$ cat src/rtl/core/bd128_pkg.sv
// Package with the sizes, types and handoff struct of the binary to decimal converter.
`default_nettype none
package bd128_pkg;

  // Width of the converted value; bits above it are ignored.
  localparam int VALUE_BITS = 128;
  localparam int HALF_BITS  = 64;

  // Decimal digits needed for the largest value: floor(bits * log10(2)) + 1.
  localparam int DIGITS = (VALUE_BITS * 30103) / 100000 + 1;
  localparam int BCD_W  = DIGITS * 4;
  localparam int CNT_W  = $clog2(VALUE_BITS + 1);
  localparam int REM_W  = $clog2(DIGITS + 1);

  typedef logic [VALUE_BITS-1:0] bin_t;
  typedef logic [BCD_W-1:0]      bcd_t;
  typedef logic [3:0]            digit_t;

  // Finished conversion passed from the converter to the digit emitter.
  typedef struct packed {
    logic valid;
    bcd_t bcd;
  } hand_t;

endpackage
`default_nettype wire

$ cat src/rtl/core/bd128_if.sv
// Handshake channels for the input value word and the output digit word.
`default_nettype none
interface bd128_in_if;
  logic                           valid;
  logic                           ready;
  logic [bd128_pkg::HALF_BITS-1:0] value_high;
  logic [bd128_pkg::HALF_BITS-1:0] value_low;

  modport source (output valid, output value_high, output value_low, input ready);
  modport sink   (input valid, input value_high, input value_low, output ready);
endinterface

interface bd128_out_if;
  logic                  valid;
  logic                  ready;
  logic [3:0]            digit;
  logic                  last_digit;

  modport source (output valid, output digit, output last_digit, input ready);
  modport sink   (input valid, input digit, input last_digit, output ready);
endinterface
`default_nettype wire

$ cat src/rtl/core/bd128_conv.sv
// Shift-and-add-3 converter: one shared digit correction pass per input bit.
`default_nettype none
module bd128_conv (
  input  wire logic             clk,
  input  wire logic             rst,
  bd128_in_if.sink              value_ch,
  output bd128_pkg::hand_t      hand,
  input  wire logic             hand_ready
);
  import bd128_pkg::*;

  localparam logic [1:0] C_IDLE = 2'd0;
  localparam logic [1:0] C_RUN  = 2'd1;
  localparam logic [1:0] C_HOLD = 2'd2;

  logic [1:0]       state;
  logic [CNT_W-1:0] cnt;
  bin_t             bin;
  bcd_t             bcd;
  bcd_t             adj;
  logic [2*HALF_BITS-1:0] full;

  assign full = {value_ch.value_high, value_ch.value_low};
  assign value_ch.ready = (state == C_IDLE);
  assign hand = {(state == C_HOLD), bcd};

  // Every digit of five or more gets three added before the shift doubles it.
  always_comb begin
    for (int i = 0; i < DIGITS; i++) begin
      adj[4*i +: 4] = (bcd[4*i +: 4] >= 4'd5) ? bcd[4*i +: 4] + 4'd3 : bcd[4*i +: 4];
    end
  end

  always_ff @(posedge clk) begin
    if (rst) begin
      state <= C_IDLE;
      cnt   <= '0;
    end else begin
      case (state)
        C_IDLE: begin
          if (value_ch.valid) begin
            state <= C_RUN;
            cnt   <= CNT_W'(VALUE_BITS);
          end
        end
        C_RUN: begin
          cnt <= cnt - CNT_W'(1);
          if (cnt == CNT_W'(1)) begin
            state <= C_HOLD;
          end
        end
        C_HOLD: begin
          if (hand_ready) begin
            state <= C_IDLE;
          end
        end
        default: begin
          state <= C_IDLE;
        end
      endcase
    end
  end

  always_ff @(posedge clk) begin
    if (state == C_IDLE && value_ch.valid) begin
      bin <= full[VALUE_BITS-1:0];
      bcd <= '0;
    end else if (state == C_RUN) begin
      bcd <= {adj[BCD_W-2:0], bin[VALUE_BITS-1]};
      bin <= {bin[VALUE_BITS-2:0], 1'b0};
    end
  end

`ifndef ASSERT_OFF
  a_run_cnt: assert property (@(posedge clk) disable iff (rst)
    state == C_RUN |-> cnt != '0)
    else $error("conversion pass running with no bits left");
  a_hold_after_run: assert property (@(posedge clk) disable iff (rst)
    $rose(hand.valid) |-> $past(state) == C_RUN && $past(cnt) == CNT_W'(1))
    else $error("result offered before all bits were shifted in");
  a_busy_not_ready: assert property (@(posedge clk) disable iff (rst)
    (state == C_RUN || state == C_HOLD) |-> !value_ch.ready)
    else $error("new value taken while a conversion is in flight");
`endif

endmodule
`default_nettype wire

$ cat src/rtl/core/bd128_emit.sv
// Digit emitter: drops leading zeros, then sends the digits most significant first.
`default_nettype none
module bd128_emit (
  input  wire logic             clk,
  input  wire logic             rst,
  input  wire bd128_pkg::hand_t hand,
  output logic                  hand_ready,
  bd128_out_if.source           digit_ch
);
  import bd128_pkg::*;

  localparam logic [1:0] E_IDLE = 2'd0;
  localparam logic [1:0] E_SCAN = 2'd1;
  localparam logic [1:0] E_EMIT = 2'd2;

  logic [1:0]       state;
  logic [REM_W-1:0] rem;
  bcd_t             digs;
  digit_t           top;
  logic             shift;

  assign top        = digs[BCD_W-1 -: 4];
  assign hand_ready = (state == E_IDLE);

  assign digit_ch.valid      = (state == E_EMIT);
  assign digit_ch.digit      = top;
  assign digit_ch.last_digit = (rem == REM_W'(1));

  // The digit register moves up one digit on a skipped zero or a taken word.
  assign shift = (state == E_SCAN && top == 4'd0 && rem != REM_W'(1)) ||
                 (state == E_EMIT && digit_ch.ready);

  always_ff @(posedge clk) begin
    if (rst) begin
      state <= E_IDLE;
      rem   <= '0;
    end else begin
      case (state)
        E_IDLE: begin
          if (hand.valid) begin
            state <= E_SCAN;
            rem   <= REM_W'(DIGITS);
          end
        end
        E_SCAN: begin
          if (shift) begin
            rem <= rem - REM_W'(1);
          end else begin
            state <= E_EMIT;
          end
        end
        E_EMIT: begin
          if (digit_ch.ready) begin
            rem <= rem - REM_W'(1);
            if (rem == REM_W'(1)) begin
              state <= E_IDLE;
            end
          end
        end
        default: begin
          state <= E_IDLE;
        end
      endcase
    end
  end

  always_ff @(posedge clk) begin
    if (state == E_IDLE && hand.valid) begin
      digs <= hand.bcd;
    end else if (shift) begin
      digs <= {digs[BCD_W-5:0], 4'd0};
    end
  end

`ifndef ASSERT_OFF
  a_digit_range: assert property (@(posedge clk) disable iff (rst)
    digit_ch.valid |-> digit_ch.digit <= 4'd9)
    else $error("digit word outside 0 to 9");
  a_rem_live: assert property (@(posedge clk) disable iff (rst)
    state != E_IDLE |-> rem != '0)
    else $error("emitter busy with no digits left");
  a_lead_nonzero: assert property (@(posedge clk) disable iff (rst)
    $rose(digit_ch.valid) |-> digit_ch.digit != 4'd0 || digit_ch.last_digit)
    else $error("leading zero sent");
`endif

endmodule
`default_nettype wire

$ cat src/rtl/core/unsigned_binary_to_decimal_128_unit.sv
// Top level of the 128-bit unsigned binary to decimal converter.
// A value word arrives as two 64-bit halves and leaves as a run of decimal digit
// words, most significant first, with leading zeros dropped; the final digit word
// carries last_digit, and a zero value gives the single digit 0. The converter
// runs a shift-and-add-3 pass with one shared correction unit over all 39 BCD
// digits, one pass per input bit, and holds ready low through the pass and until
// the emitter takes the result. The emitter then skips each leading zero in turn
// (up to 38), turns to output, and sends one digit per cycle while the sink is
// ready; leading zeros and digits always add up to 39. Both stages work at once,
// so a steady stream is paced by the conversion pass; only sink stalls that
// stretch emission past it slow it down.
`default_nettype none
module unsigned_binary_to_decimal_128_unit (
  input  wire logic    clk,
  input  wire logic    rst,
  bd128_in_if.sink     value_ch,
  bd128_out_if.source  digit_ch
);
  import bd128_pkg::*;

  hand_t hand;
  logic  hand_ready;

  // Converter: binary value in, finished BCD word out.
  bd128_conv u_conv (
    .clk        (clk),
    .rst        (rst),
    .value_ch   (value_ch),
    .hand       (hand),
    .hand_ready (hand_ready)
  );

  // Emitter: BCD word in, one digit word per handshake out.
  bd128_emit u_emit (
    .clk        (clk),
    .rst        (rst),
    .hand       (hand),
    .hand_ready (hand_ready),
    .digit_ch   (digit_ch)
  );

endmodule
`default_nettype wire
$ cat src/flat_wrapper.sv
// flat-port wrapper written by rule: the top's interface ports become plain ports
module unsigned_binary_to_decimal_128_unit_flat import bd128_pkg::*;
  (clk, rst, value_ch_valid, value_ch_value_high, value_ch_value_low, value_ch_ready, digit_ch_valid, digit_ch_digit, digit_ch_last_digit, digit_ch_ready);
  bd128_in_if value_ch_i ();
  bd128_out_if digit_ch_i ();
  input  wire logic clk;
  input  wire logic rst;
  input wire logic [$bits(value_ch_i.valid)-1:0] value_ch_valid;
  input wire logic [$bits(value_ch_i.value_high)-1:0] value_ch_value_high;
  input wire logic [$bits(value_ch_i.value_low)-1:0] value_ch_value_low;
  output wire logic [$bits(value_ch_i.ready)-1:0] value_ch_ready;
  output wire logic [$bits(digit_ch_i.valid)-1:0] digit_ch_valid;
  output wire logic [$bits(digit_ch_i.digit)-1:0] digit_ch_digit;
  output wire logic [$bits(digit_ch_i.last_digit)-1:0] digit_ch_last_digit;
  input wire logic [$bits(digit_ch_i.ready)-1:0] digit_ch_ready;
  assign value_ch_i.valid = value_ch_valid;
  assign value_ch_i.value_high = value_ch_value_high;
  assign value_ch_i.value_low = value_ch_value_low;
  assign value_ch_ready = value_ch_i.ready;
  assign digit_ch_valid = digit_ch_i.valid;
  assign digit_ch_digit = digit_ch_i.digit;
  assign digit_ch_last_digit = digit_ch_i.last_digit;
  assign digit_ch_i.ready = digit_ch_ready;
  unsigned_binary_to_decimal_128_unit u_core (.clk(clk), .rst(rst), .value_ch(value_ch_i), .digit_ch(digit_ch_i));
endmodule
$ cat config.mk
export PLATFORM = sky130hd
export DESIGN_NAME = unsigned_binary_to_decimal_128_unit_flat
export DESIGN_NICKNAME = d
export VERILOG_FILES = /design/src/rtl/core/bd128_pkg.sv /design/src/rtl/core/bd128_if.sv /design/src/rtl/core/bd128_conv.sv /design/src/rtl/core/bd128_emit.sv /design/src/rtl/core/unsigned_binary_to_decimal_128_unit.sv /design/src/flat_wrapper.sv
export SDC_FILE = /design/constraint.sdc
export NUM_CORES = 1
export LEC_CHECK = 0
export ABC_AREA = 1
export BUFFER_PORTS_ARGS = -buffer_cell sky130_fd_sc_hd__buf_2
export CORE_MARGIN = 2
export CORE_UTILIZATION = 45
export DETAILED_ROUTE_END_ITERATION = 8
export PLACE_DENSITY = 0.62
export SLEW_MARGIN = 10
export SYNTH_ARGS = -nofsm -noshare
export SYNTH_HDL_FRONTEND = slang
export SYNTH_SLANG_ARGS = --single-unit
export TNS_END_PERCENT = 20
$ cat constraint.sdc
create_clock -name clk -period 16.4 [get_ports clk]
set_clock_uncertainty 0.05 [all_clocks]
set_input_delay 0.82 -clock clk [delete_from_list [all_inputs] [get_ports clk]]
set_output_delay 0.82 -clock clk [all_outputs]
set_load 0.01 [all_outputs]
After elaboration in Yosys (flattened, before gate mapping)
Cells that the tools add are included.

word-level totals
  register bits = 458
  input port bits = 132
  output and inout bits = 7
  logic and storage cells = 177

cells by class
  add/sub/neg operators = 41
  $lt $le $gt $ge = 39
  eq/ne operators = 15
  muxes and demuxes = 58
  reduce and logical (&&, ||, !) cells = 17

operators with widths
  kind                                                                                 number
  156-bit 2-to-1 mux                                                                   2
  128-bit 2-to-1 mux                                                                   2
  4-bit by 3-bit greater-or-equal comparator with 1-bit output, second input constant  39
  4-bit by 2-bit adder with 4-bit output, second input constant                        38
  4-bit 2-to-1 mux                                                                     38
  6-bit 2-to-1 mux                                                                     3
  6-bit one-hot mux with 3 select lines                                                1
  8-bit one-hot mux with 2 select lines                                                1
  2-bit 2-to-1 mux                                                                     7
  2-bit one-hot mux with 3 select lines                                                2
  2-bit inequality test, second input constant                                         5
  8-bit by 1-bit equality test with 1-bit output, second input constant                1
  8-bit 2-to-1 mux                                                                     1
  4-bit AND reduction                                                                  2
  8-bit by 1-bit subtractor with 8-bit output, second input constant                   1
  6-bit by 1-bit equality test with 1-bit output, second input constant                1
  2-bit by 1-bit inequality test with 1-bit output, second input constant              3
  6-bit by 1-bit inequality test with 1-bit output, second input constant              1
  2-bit nonzero test                                                                   3
  6-bit by 1-bit subtractor with 6-bit output, second input constant                   1
  1-bit logical AND                                                                    5
  2-bit by 1-bit equality test with 1-bit output, second input constant                2
  2-bit equality test, second input constant                                           2
  2-bit logical NOT                                                                    2
  7 further kinds                                                                      7

Longest topological paths before layout
  word-level depth = 6
  depth in mapped cells = 10
  depth with buffers taken out = 10

Hierarchy
From an unflattened synthesis, not the netlist that was laid out.

second synthesis, totals
  cell total of the unflattened synthesis = 2338
  area, all modules = 22557.9 um2

modules (own cells, without submodules)
  module      instances  cells each  area each (um2)  seq. area each (um2)
  bd128_conv  1          1903        14883.0          7166.9
  bd128_emit  1          435         7674.9           4844.6

Worst setup path after synthesis
OpenSTA, ideal clock, no wires.

  path type = register to register
  start = register u_core.u_emit.state[0]
  end = register u_core.u_emit.digs[0] (enable)
  setup time = 1690 ps
  arrival time = 4589 ps
  required time = 14660 ps
  path slack = 10072 ps
  stages on the path, launching flop included = 7
  buffers on the path = 2
  clock period less this slack = 6328 ps
  cell sequence = dfxtp_1 > inv_1 > ha_1 > nand3_1 > buf_2 > buf_2 > nand3_1

between the ends
  cells in the longest elaborated chain, start to end = 5
  elaborated cells between the ends (all ways) = 9
  those cells by class = 2 x eq/ne; 7 x reduce/logical

RTL lines
  element                                         line              source
  start, declared                                 bd128_emit.sv:16  logic [1:0] state;
  start signal, assigned                          bd128_emit.sv:35  state <= E_IDLE;
  start signal, assigned                          bd128_emit.sv:41  state <= E_SCAN;
  start signal, assigned                          bd128_emit.sv:49  state <= E_EMIT;
  2-bit by 1-bit equality test with 1-bit output  bd128_emit.sv:30  assign shift = (state == E_SCAN && top == 4'd0 && rem != REM_W'(1)) ||
  1-bit logical AND (2 in a row)                  bd128_emit.sv:30
  1-bit logical OR                                bd128_emit.sv:30
  2-bit nonzero test (no line) *                  n/a
  end signal, assigned                            bd128_emit.sv:69  digs <= hand.bcd;
  end signal, assigned                            bd128_emit.sv:71  digs <= {digs[BCD_W-5:0], 4'd0};
  end, declared                                   bd128_emit.sv:18  bcd_t digs;

Every way passes the cells marked *; elsewhere a longest branch is shown, timed or not.
A chain may end at the register's enable or synchronous reset.

Final worst setup path
  start = register u_core.u_conv.state[1]
  end = register u_core.u_conv.bin[26] (enable)

between the ends
  cells in the longest elaborated chain, start to end = 3
  elaborated cells between the ends (all ways) = 4
  those cells by class = 1 x eq/ne; 3 x reduce/logical

RTL lines
  element                         line              source
  start, declared                 bd128_conv.sv:16  logic [1:0] state;
  start signal, assigned          bd128_conv.sv:36  state <= C_IDLE;
  start signal, assigned          bd128_conv.sv:42  state <= C_RUN;
  start signal, assigned          bd128_conv.sv:49  state <= C_HOLD;
  2-bit logical NOT               bd128_conv.sv:65  if (state == C_IDLE && value_ch.valid) begin
  1-bit logical AND               bd128_conv.sv:65
  2-bit nonzero test (no line) *  n/a
  end signal, assigned            bd128_conv.sv:66  bin <= full[VALUE_BITS-1:0];
  end signal, assigned            bd128_conv.sv:70  bin <= {bin[VALUE_BITS-2:0], 1'b0};
  end, declared                   bd128_conv.sv:18  bin_t bin;

Marks and branches as above.

==> impl_metrics.py <==
metrics = {
    "run_status": {
        "outcome": "completed",
    },
    "yosys": {
        "synth_compound_gate_area_share_pct": 14.9,
        "async_flop_share_pct": 0,
        "yosys_warnings": 0,
        "yosysUniqueCellTypes": 29,
        "synth-edff-count": 284,
        "synth_top_family_by_area": "compound AO/OA/AOI/OAI gates",
        "synth_fa_ha_area_share_pct": 5.17,
        "synth_fp_nets": 2529,
        "dominantRegCellSynth": "sky130_fd_sc_hd__edfxtp_1",
        "simple_gate_share_of_the_synthesized_area_pct": 14.6,
        "synth_seq_cells": 458,
        "synth_sequential_area_ratio_pct": 57.1,
        "synth_cells": 2310,
        "yosys.area_share.xor_xnor_pct": 1.29,
        "synth_area_mm2": 0.0210,
        "synth.mux.area_fraction_pct": 0,
        "syn-mean-instance-area_um2": 9.11,
    },
    "sta": {
        "final.period_utilization_pct": 22.4,
        "setup_viol": 0,
        "hold_viol_final": 0,
        "rsz0062_at_grt": "no",
        "final_max_slew_viol_count": 0,
        "setup_total_negative_slack_ns": 0,
        "transition_time_of_the_tightest_slew_check_pin_ns": 1.07,
        "timing.hold.ws_ns": 0.419,
        "max_slew_margin_pct": 28.6,
        "fmax_ghz": 0.272,
        "finalWorstPathRequiredPeriod_ns": 3.67,
    },
    "cells_and_area": {
        "n_antenna_cell": 0,
        "finish.instance_area_mm2": 0.0234,
        "finish.net_count": 2621,
        "num-fill-cells": 4213,
        "fraction_of_layout_instances_using_a_drive_strength_above_1_pct": 9.34,
        "syn_to_final_growth_pct": 11.4,
    },
    "cts": {
        "cts-root-buf": "sky130_fd_sc_hd__clkbuf_16",
        "clock_tree_from_tritoncts": "built",
        "cts_hold_buffers": 0,
        "postCtsSetupBuffers": 0,
        "clkSinkCount": 458,
        "max-clock-path-buffers": 3,
        "cts_htree_levels": 2,
        "cts_inserted_buffers": 48,
        "post_cts_resized": 0,
        "worstSkewPairLatency_ns": 0.57,
        "worst_setup_hold_path_clk_slew_ns": 0.06,
    },
    "die": {
        "start_util_pct": 45.4,
        "pin_count": 139,
        "floorplan.die.width_um": 220,
        "rows": 79,
        "chipHeight_um": 220,
        "design.core.area_mm2": 0.0464,
        "floorplan.die_area_mm2": 0.0485,
    },
    "worst_setup_path": {
        "rr_startpoint": "u_core.u_conv.state[1]",
        "timing.critical_path.to_type": "flop",
        "worstPathCellList": "inv_2, nand2_4, inv_2, buf_4, nor2_4, inv_8, buf_4",
        "r2r_cells": 7,
        "worst_r2r_endpoint": "u_core.u_conv.bin[26]",
        "cpPeakStageDelay_ns": 0.90,
        "path_delay_family": "buffers and inverters",
        "worstPathMaxFanout": 91,
        "crit_required_ns": 16.54,
        "critPathLaunch": "u_core.u_conv.state[1]",
        "worst-endpoint-arrival_ns": 3.81,
        "timing.critical_path.buf_inv": 5,
        "cpMaxStageDelayCell": "sky130_fd_sc_hd__buf_4",
        "worst_setup_path_start_kind": "flop",
        "reg2reg_setup_slack_ns": 12.73,
        "timing_worst_setup_path_type": "reg2reg",
    },
    "global_route": {
        "grt_pass1_vias": 14795,
        "grt_first_pass_wirelength_mm": 71.0,
        "track_usage_pct": 17.8,
        "grt-ovfl-total": 0,
        "grt_start_max_net_pins": 107,
        "grt_antenna_before_repair": 1,
    },
    "hold_path": {
        "timing.hold.worst_endpoint": "u_core.u_conv.bcd[91]",
        "hp-start": "u_core.u_conv.bcd[91]",
        "min_delay_path_depth": 2,
        "min-delay-path-class": "reg2reg",
    },
    "routing": {
        "totalWireLength_mm": 42.3,
        "route.detailed.wl_per_inst_um": 13.9,
        "post-route-drc-count": 0,
        "post_route_ant_nets": 0,
        "drc_marker_count_from_the_first_detailed_route_iteration": 950,
        "first_pass_iters": 5,
        "detailroute.via_count": 15355,
        "route.detailed.vias_per_inst": 5.04,
    },
    "pwr": {
        "vdd_ir_drop_max_uv": 85.6,
        "power_per_cell_area_mw_per_mm2": 119,
        "power_w": 0.00279,
        "power_leakage_nw": 9.73,
    },
    "placed_design": {
        "numPortBuffers": 138,
        "dp.final_hpwl_mm": 25.7,
        "place_congestion": 0.749,
        "placed_cell_area_mm2": 0.0220,
    },
    "run": {
        "max-cap-violations": 0,
    },
}
## how the worst max path moves through the flow
stage / end / slack (ns) / cells after the start
6_report: u_core.u_conv.bin[26] / 12.73 / 7
5_1_grt: u_core.u_emit.digs[98] / 12.48 / 6
4_1_cts: u_core.u_conv.bin[36] / 12.69 / 7
3_5_place_dp: u_core.u_conv.bin[24] / 12.48 / 7
3_3_place_gp: u_core.u_conv.bin[25] / 12.52 / 7
2_1_floorplan: u_core.u_emit.digs[0] / 10.07 / 6
## placed cells by master (no fill, tap or decap)
cell,count
sky130_fd_sc_hd__a21o_1,1
sky130_fd_sc_hd__nand3b_1,1
sky130_fd_sc_hd__inv_1,225
sky130_fd_sc_hd__a211oi_1,2
sky130_fd_sc_hd__nand2_4,1
sky130_fd_sc_hd__o22ai_1,9
sky130_fd_sc_hd__clkbuf_8,5
sky130_fd_sc_hd__edfxtp_1,284
sky130_fd_sc_hd__clkinv_2,12
sky130_fd_sc_hd__clkinv_1,7
sky130_fd_sc_hd__buf_2,138
sky130_fd_sc_hd__nand3_4,2
sky130_fd_sc_hd__dfxtp_1,174
sky130_fd_sc_hd__ha_1,87
sky130_fd_sc_hd__a21oi_1,148
sky130_fd_sc_hd__or2_0,1
sky130_fd_sc_hd__clkbuf_16,49
sky130_fd_sc_hd__buf_4,12
sky130_fd_sc_hd__or2_2,2
sky130_fd_sc_hd__inv_2,2
sky130_fd_sc_hd__nand2_2,1
sky130_fd_sc_hd__inv_8,1
sky130_fd_sc_hd__nor2_8,1
sky130_fd_sc_hd__o21ai_0,359
sky130_fd_sc_hd__nor3_1,1
sky130_fd_sc_hd__xor2_1,31
sky130_fd_sc_hd__o21ai_1,100
sky130_fd_sc_hd__nor2_1,73
sky130_fd_sc_hd__nor2_2,1
sky130_fd_sc_hd__nor2_4,1
sky130_fd_sc_hd__o311a_1,1
sky130_fd_sc_hd__clkbuf_1,16
sky130_fd_sc_hd__nand2_1,608
sky130_fd_sc_hd__nand3_1,84
## per-layer routing
layer | vias up | routed length (um) | GRT usage [%]
met2 | 309 | 18900 | 27.9
li1 | 7915 | - | -
met1 | 7053 | 20300 | 24.8
met5 | - | 11 | 0
met3 | 76 | 2160 | 3.75
met4 | 2 | 957 | 5.10
## worst reg2reg max path: cells and delay by family (launching register included)
family | cells | cell delay (ns)
flip-flops | 1 | 0.35
AND/OR/NAND/NOR | 2 | 0.38
buffers and inverters | 5 | 2.46
## Yosys cell counts (all sizes together), types with 9 or more instances
cell type | number | share of area, %
a21oi | 148 | 3.5
buf | 80 | 2.4
clkbuf | 28 | 0.50
dfxtp | 174 | 17
edfxtp | 284 | 41
ha | 87 | 5.2
inv | 229 | 4.1
nand2 | 610 | 11
nand3 | 86 | 2.0
nor2 | 76 | 1.5
o21ai | 459 | 11
o22ai | 9 | 0.27
xor2 | 31 | 1.3
## registers in the layout (all words and copies together) (netlist names)
register,count
u_core.u_emit.state,2
u_core.u_conv.bcd,156
u_core.u_conv.bin,128
u_core.u_emit.rem,6
u_core.u_conv.cnt,8
u_core.u_emit.digs,156
u_core.u_conv.state,2
## final cells by class
cell class / count / area [um^2] / area share, %
well taps: 607 / 759 / 3.24
repair buffers: 150 / 781 / 3.33
inverters: 229 / 868 / 3.70
clock inverters: 18 / 81.3 / 0.347
flip-flops and latches: 458 / 12000 / 51.2
clock buffers: 70 / 1360 / 5.78
multi-input cells: 1515 / 7580 / 32.4
## through the flow
stage | worst slack, ns | util, % | cells
3_5_place_dp | 12.48 | 47.5 | 2959
5_1_grt | 12.48 | 50.6 | 3047
6_report | 12.73 | 50.6 | 3047
4_1_cts | 12.69 | 50.6 | 3047
2_1_floorplan | 10.07 | - | 2310
3_3_place_gp | 12.52 | 47.5 | 2959
## logic make-up (layout without fill, tap and decap cells)
family | after synthesis | in the layout
and+or+nand+nor | 777 | 777
AOI/OAI and AO/OA | 620 | 620
DFF | 458 | 458
buffers and inverters | 337 | 467
adders and majority gates | 87 | 87
xor gates and xnor gates | 31 | 31
## where the power goes
group | internal, W | total (W) | switching, W | leakage (nW)
Combinational | 0.000103 | 0.000345 | 0.000243 | 4.91
Clock | 0.000571 | 0.00101 | 0.000440 | 0.713
Sequential | 0.00139 | 0.00143 | 0.0000423 | 4.11
(Power assumes the default switching activity.)
